===== config.mk =====
export PLATFORM = sky130hd
export DESIGN_NAME = handheld_lcd_color_correction
export DESIGN_NICKNAME = d
export VERILOG_FILES = /design/src/rtl/lcc_pkg.sv /design/src/rtl/lcc_mix.sv /design/src/rtl/lcc_blend.sv /design/src/rtl/handheld_lcd_color_correction.sv
export SDC_FILE = /design/constraint.sdc
export NUM_CORES = 1
export LEC_CHECK = 0
export BUFFER_PORTS_ARGS = -buffer_cell sky130_fd_sc_hd__buf_2
export CAP_MARGIN = 5
export CORE_ASPECT_RATIO = 0.75
export CORE_MARGIN = 2
export CORE_UTILIZATION = 61
export DETAILED_ROUTE_END_ITERATION = 10
export PLACE_DENSITY = 0.8
export SKIP_LAST_GASP = 1
export SYNTH_ARGS = -nofsm -noshare
export SYNTH_HDL_FRONTEND = slang
export SYNTH_HIERARCHICAL = 1
export SYNTH_SLANG_ARGS = --single-unit

===== constraint.sdc =====
create_clock -name i_clk -period 23.3 [get_ports i_clk]
set_clock_uncertainty 0.1 [all_clocks]
set_input_delay 2.33 -clock i_clk [delete_from_list [all_inputs] [get_ports i_clk]]
set_output_delay 2.33 -clock i_clk [all_outputs]
set_load 0.03 [all_outputs]

===== src/rtl/lcc_pkg.sv =====
// Shared types, constants and the intensity curve for the LCD color correction block.
`timescale 1ns / 1ps

package lcc_pkg;

    // Number of color channels
    localparam int NumCh = 3;
    // Width of one channel contribution after the mix shift
    localparam int PartW = 7;
    // Right shift applied after the channel-mix multiply
    localparam int MixShift = 5;
    // Offset added to every output channel
    localparam logic [7:0] OutBias = 8'd32;

    // Input request fields
    typedef struct packed {
        logic [7:0] red_in;
        logic [7:0] green_in;
        logic [7:0] blue_in;
    } t_pixel_in;

    // Result fields
    typedef struct packed {
        logic [7:0] red_out;
        logic [7:0] green_out;
        logic [7:0] blue_out;
    } t_pixel_out;

    // Contributions indexed [output channel][input channel]
    typedef logic [NumCh-1:0][NumCh-1:0][PartW-1:0] t_part_mat;

    // Channel-mix weights indexed [input channel][output channel]
    localparam logic [4:0] MIX [NumCh][NumCh] = '{
        '{5'd16, 5'd4,  5'd4},
        '{5'd8,  5'd16, 5'd8},
        '{5'd0,  5'd8,  5'd16}
    };

    // Fixed 32-entry intensity curve
    function automatic logic [7:0] curve_lut(input logic [4:0] idx);
        logic [7:0] v;
        case (idx)
            5'd0:  v = 8'd0;
            5'd1:  v = 8'd16;
            5'd2:  v = 8'd32;
            5'd3:  v = 8'd48;
            5'd4:  v = 8'd64;
            5'd5:  v = 8'd80;
            5'd6:  v = 8'd94;
            5'd7:  v = 8'd108;
            5'd8:  v = 8'd122;
            5'd9:  v = 8'd136;
            5'd10: v = 8'd148;
            5'd11: v = 8'd160;
            5'd12: v = 8'd174;
            5'd13: v = 8'd183;
            5'd14: v = 8'd191;
            5'd15: v = 8'd198;
            5'd16: v = 8'd206;
            5'd17: v = 8'd211;
            5'd18: v = 8'd217;
            5'd19: v = 8'd223;
            5'd20: v = 8'd227;
            5'd21: v = 8'd231;
            5'd22: v = 8'd235;
            5'd23: v = 8'd239;
            5'd24: v = 8'd243;
            5'd25: v = 8'd246;
            5'd26: v = 8'd249;
            5'd27: v = 8'd251;
            5'd28: v = 8'd253;
            5'd29: v = 8'd254;
            5'd30: v = 8'd255;
            5'd31: v = 8'd255;
            default: v = 8'd0;
        endcase
        return v;
    endfunction

endpackage


===== src/rtl/lcc_mix.sv =====
// Curve lookup and 3x3 channel mix producing the nine channel contributions.
`timescale 1ns / 1ps

module lcc_mix import lcc_pkg::*; (
    input  t_pixel_in i_pixel,
    output t_part_mat o_part
);

    logic [NumCh-1:0][7:0] lvl;
    logic [NumCh-1:0][12:0] prod [NumCh];

    // Look up curve level from the top five bits of each channel
    assign lvl[0] = curve_lut(i_pixel.red_in[7:3]);
    assign lvl[1] = curve_lut(i_pixel.green_in[7:3]);
    assign lvl[2] = curve_lut(i_pixel.blue_in[7:3]);

    // Weight each level and drop the mix fraction bits
    always_comb begin
        for (int c = 0; c < NumCh; c++) begin
            for (int k = 0; k < NumCh; k++) begin
                prod[c][k] = 13'(lvl[c]) * 13'(MIX[c][k]);
                o_part[k][c] = prod[c][k][MixShift +: PartW];
            end
        end
    end

endmodule


===== src/rtl/lcc_blend.sv =====
// Sort the three contributions per output channel and form the weighted blend.
`timescale 1ns / 1ps

module lcc_blend import lcc_pkg::*; (
    input  t_part_mat  i_part,
    output t_pixel_out o_pixel
);

    logic [NumCh-1:0][7:0] res;

    // Sort ascending, then ((low + 2*mid + 4*high) * 5 >> 4) + bias
    function automatic logic [7:0] blend3(input logic [PartW-1:0] a_in,
                                          input logic [PartW-1:0] b_in,
                                          input logic [PartW-1:0] c_in);
        logic [PartW-1:0] a;
        logic [PartW-1:0] b;
        logic [PartW-1:0] c;
        logic [PartW-1:0] t;
        logic [9:0]       sum;
        logic [12:0]      scaled;
        logic [8:0]       q;
        a = a_in;
        b = b_in;
        c = c_in;
        if (a > b) begin
            t = a; a = b; b = t;
        end
        if (b > c) begin
            t = b; b = c; c = t;
        end
        if (a > b) begin
            t = a; a = b; b = t;
        end
        sum    = 10'(a) + {2'b0, b, 1'b0} + {1'b0, c, 2'b0};
        scaled = {sum, 2'b00} + 13'(sum);
        q      = scaled[12:4];
        return 8'(q + 9'(OutBias));
    endfunction

    // Blend each output channel
    always_comb begin
        for (int k = 0; k < NumCh; k++) begin
            res[k] = blend3(i_part[k][0], i_part[k][1], i_part[k][2]);
        end
    end

    assign o_pixel.red_out   = res[0];
    assign o_pixel.green_out = res[1];
    assign o_pixel.blue_out  = res[2];

endmodule


===== src/rtl/handheld_lcd_color_correction.sv =====
// A request is taken into the input register, and its result strobe comes from the result register.
// Throughput: one pixel per clock; busy stays low, so start may be held every cycle.
// The path from input register to result register is a curve lookup, a shift-mix,
// a three-way sort and a small weighted add.
// Reset (synchronous, active low) clears both valid flags; results cannot be stalled.
`timescale 1ns / 1ps

module handheld_lcd_color_correction import lcc_pkg::*; (
    input  logic       i_clk,
    input  logic       i_rst_n,
    input  logic       start,
    input  t_pixel_in  i_pixel,
    output logic       busy,
    output logic       o_valid,
    output t_pixel_out o_pixel
);

    t_pixel_in  r_in;
    logic       r_in_vld;
    t_pixel_out r_out;
    logic       r_out_vld;
    t_part_mat  part;
    t_pixel_out n_out;
    logic       n_in_vld;

    // Always ready for the next request
    assign busy     = 1'b0;
    assign n_in_vld = start && !busy;

    // Hold control flags under reset
    always_ff @(posedge i_clk) begin
        if (!i_rst_n) begin
            r_in_vld  <= 1'b0;
            r_out_vld <= 1'b0;
        end else begin
            r_in_vld  <= n_in_vld;
            r_out_vld <= r_in_vld;
        end
    end

    // Capture request and result payloads
    always_ff @(posedge i_clk) begin
        if (n_in_vld) begin
            r_in <= i_pixel;
        end
        if (r_in_vld) begin
            r_out <= n_out;
        end
    end

    lcc_mix u_mix (
        .i_pixel (r_in),
        .o_part  (part)
    );

    lcc_blend u_blend (
        .i_part  (part),
        .o_pixel (n_out)
    );

    assign o_valid = r_out_vld;
    assign o_pixel = r_out;

endmodule


==> results of run 1 <==
through the flow:
step	worst slack, ns	hold slack, ns	area, sq um	utilization, %	std cells
CTS	12.24	0.634	7980	64.9	1085
detailed placement	12.31	0.617	7810	63.4	1077
finish	12.20	0.657	8000	65.0	1087
floorplan	13.41	0.714	7770	-	927
global placement	12.54	0.620	7810	63.4	1077
global route	11.46	0.667	8000	65.0	1086
worst paths after layout:
check	start	endpoint	slack [ns]
setup / recovery	r_in[12]	o_pixel[7]	12.20
hold / removal	r_in_vld	o_pixel[16]	0.66
setup reg to reg	r_in[12]	o_pixel[7]	12.20
hold reg to reg	r_in_vld	o_pixel[16]	0.66
routing by layer:
metal	part of all wire (%)	track usage, %	up-vias
met5	0	0	-
met1	52	37.1	2958
met2	42	40.7	163
met4	1.1	4.99	0
li1	-	-	3223
met3	5.0	4.20	19
flip-flops by register name (all words and copies together), names as in the netlist:
signal / flops
r_in: 15
r_in_vld: 1
o_valid: 1
o_pixel: 24
layout make-up:
type | count | area [sq um] | area share [%]
multi-input cells | 718 | 5720 | 71.5
repair buffers | 55 | 312 | 3.90
inverters | 98 | 368 | 4.60
diodes | 1 | 2.50 | 0.0313
clock buffers | 6 | 139 | 1.74
well taps | 166 | 208 | 2.60
clock inverters | 2 | 37.5 | 0.469
flip-flops and latches | 41 | 1210 | 15.1
==> flow_summary.toml, run 1 <==
[global_routing]
grt_pass1_wl_mm = 28.1
grt_usage_pct = 25.6
antenna_found_initial = 0
grt-ovfl-total = 0
grt_max_degree = 23
grt_pass1_vias = 5983

[layout]
area_growth_pct = 3.56
fillers = 1023
final_common_cell = "ha_1"
drive_gt1_share_pct = 10.5
layout_common_cells = "136 x ha_1, 98 x inv_1, 80 x a21oi_1, 76 x nor2_1, 55 x mux2i_1"
fin_nets = 1100

[cts]
post_cts_resized = 0
htree_levels = 2
cts_tree = "built"
cts.sinks = 41
root_buffer = "clkbuf_16"
clk_path_buf_depth = 2
path_clk_slew_ns = 0.07
postCtsSetupBuffers = 0
hold_buffers = 0
numCtsBuffers = 5
clk_latency_ns = 0.29

[setup_path]
cp.arrival_ns = 11.04
crit_type = "reg2reg"
path_max_fanout = 21
crit_top_cell = "ha_1"
slowest_stage = "a2111oi_4"
max_stage_delay_ns = 0.60
crit_required_ns = 23.24
worstRegToRegCells = 44
crit_buf_inv = 5
worst_setup_path_end_kind = "flop"
cp.depth = 44
crit_family = "compound AO/OA/AOI/OAI gates"
start_kind = "flop"

[route]
num_vias = 6363
ant_nets = 0
initialDrtViolationCount = 538
drc = 0
first_pass_iters = 6
vias_per_cell = 5.85
wl_mm = 16.7
wl_per_cell_microns = 15.4

[outcome]
status = "completed"

[worst_hold_path]
min_path_type = "reg2reg"
hold_depth = 0

[sta]
rsz0062_at_grt = "no"
period_share_pct = 47.6
final.min_clock_period_ns = 11.10
finalSetupViolations = 0
max_freq_mhz = 90.1
drv_slew = 0
fin_setup_tns_ns = 0
slew_headroom_pct = 29.1
worst_pin_slew_ns = 1.06
hold_viol = 0

[synth]
yosysWarnings = 6
synthCells = 914
syn_area_per_cell_sq_um = 8.45
netlist_area_sq_mm = 0.00772

[floorplanning]
initial_core_util_pct = 62.8
core-area_sq_mm = 0.0123
die_h_microns = 101
die_w_microns = 134
die_area_sq_mm = 0.0136
ios = 53
fp-row-count = 35

[placed_design]
io_buffer_count = 42
gp_congestion = 0.919
dp_hpwl_mm = 13.1

[job]
drv_cap = 0
Power of run 1 is not shown: default switching activity piles up to over one toggle a cycle in this logic, so the estimate is an artifact.
==> run 2: changes to the inputs <==
Settings changed: ABC_AREA from default to 1.
Clock period 23.3 ns to 10.26 ns, I/O delays scaled along.
==> run 2 against run 1 <==
Effect of this change:
- maximum frequency is 18% higher
- cell count is 22% higher
- via count is 9.8% higher
- worst hold slack worse by 0.050 ns
- first-iteration DRC count is 23% lower
- non-clock buffer count is 11 lower
- worst setup slack worse by 11 ns
==> flow_summary.toml, run 2 <==
[outcome]
status = "completed"

[route]
drc = 0
ant_nets = 0
num_vias = 6988
initialDrtViolationCount = 413
first_pass_iters = 5
wl_mm = 16.0
vias_per_cell = 5.28
wl_per_cell_microns = 12.1

[layout]
fin_nets = 1333
layout_common_cells = "300 x nand2_1, 136 x ha_1, 133 x inv_1, 75 x o21ai_0, 60 x nor2_1"
final_common_cell = "nand2_1"
drive_gt1_share_pct = 14.5
area_growth_pct = 2.28
largest_reg_flops = 24
diodes = 0

[placed_design]
gp_congestion = 0.889
dp_hpwl_mm = 13.1
preCtsSetupSlack_ns = 0.848
io_buffer_count = 42

[setup_path]
crit_required_ns = 10.21
crit_buf_inv = 6
cp.depth = 54
crit_family = "adder cells"
start_kind = "flop"
cp.arrival_ns = 9.36
reg2reg_to = "o_pixel[7]"
path_max_fanout = 22
slowest_stage = "edfxtp_1"
critPathCapture = "o_pixel[7]"
r2r_slack_ns = 0.85
worst_setup_path_end_kind = "flop"
crit_top_cell = "nand2_1"
worstRegToRegCells = 54
max_stage_delay_ns = 0.52
timing.rr.start = "r_in[20]"
crit_type = "reg2reg"
cp-startpoint = "r_in[20]"

[sta]
slew_headroom_pct = 66.8
fin_setup_tns_ns = 0
max_freq_mhz = 106
rsz0062_at_grt = "no"
period_share_pct = 91.7
finalSetupViolations = 0
timing.final.ws_setup_ns = 0.851
drv_slew = 0
hold_viol = 0
final.min_clock_period_ns = 9.41
worst_pin_slew_ns = 0.496

[global_routing]
grt_usage_pct = 23.5
grt_pass1_vias = 6332
grt_pass1_wl_mm = 27.9
grt-ovfl-total = 0
grt_max_degree = 26
antenna_found_initial = 0

[floorplanning]
initial_core_util_pct = 62.5
fp-row-count = 36
die_w_microns = 137
core-area_sq_mm = 0.0130
ios = 53
die_h_microns = 104
die_area_sq_mm = 0.0143

[synth]
netlist_area_sq_mm = 0.00813
yosysWarnings = 6
syn_area_per_cell_sq_um = 7.04
synthCells = 1155

[cts]
cts_tree = "built"
hold_buffers = 0
cts.sinks = 41
clk_latency_ns = 0.30
numCtsBuffers = 5
htree_levels = 2
path_clk_slew_ns = 0.06
clk_path_buf_depth = 2
root_buffer = "clkbuf_16"

[worst_hold_path]
hold_depth = 3
min_path_type = "reg2reg"

[job]
drv_cap = 0
## run 2: cell count changes in the layout (fill, tap and decap cells not counted), sizes merged, moves of 13 or more
cell	before	now
inv	98	147
mux2	18	0
mux2i	55	0
nand2	47	345
nand3	12	64
nor2b	17	0
nor3	15	2
o21ai	49	121
xnor2	28	6
xor2	8	25
## run 2: layout make-up
class                           instances  area, sq um
Clock buffer                            5          125
Clock inverter                          3         46.3
Fill cell                            1156         4700
Inverter                              148          562
Multi-Input combinational cell        911         5930
Sequential cell                        41         1210
Tap cell                              171          214
Timing Repair Buffer                   44          225
Timing Repair inverter                  1         5.00
## run 2: worst min-delay path by stage
stage              from  endpoint  slack (ns)
2_1_floorplan  r_in_vld   o_valid        0.67
3_3_place_gp   r_in_vld   o_valid        0.60
3_5_place_dp   r_in_vld   o_valid        0.61
4_1_cts        r_in_vld   o_valid        0.62
5_1_grt        r_in_vld   o_valid        0.67
6_report       r_in_vld   o_valid        0.61
## run 2: what timing repair did
item,in CTS,in global routing
endpoints found under the setup margin,0,2
buffers inserted,0,0
gates resized for setup,0,4
## run 2: through the flow
step | std cells | instance area (sq um) | hold slack (ns) | utilization (%)
2_1_floorplan | 1168 | 8180 | 0.672 | -
3_3_place_gp | 1315 | 8130 | 0.597 | 62.5
3_5_place_dp | 1315 | 8130 | 0.607 | 62.5
4_1_cts | 1323 | 8310 | 0.616 | 63.8
5_1_grt | 1324 | 8320 | 0.670 | 63.9
6_report | 1324 | 8320 | 0.606 | 63.9
## run 2: worst register-to-register path, delay by kind of cell (launching register included)
kind / cells / cell delay (ns)
simple gates: 28 / 2.78
buf+inv: 6 / 0.87
xor+xnor: 1 / 0.26
compound gates: 10 / 1.80
fa+ha+maj: 9 / 2.82
flops: 1 / 0.52
## run 2: metal layers
layer	GRT usage (%)	vias to the layer above	wire length, microns
li1	-	3712	-
met1	33.0	3143	8010
met2	38.3	119	7310
met3	3.22	14	549
met4	5.15	0	174
met5	0	-	0
Power of run 2 is left out for the same reason.
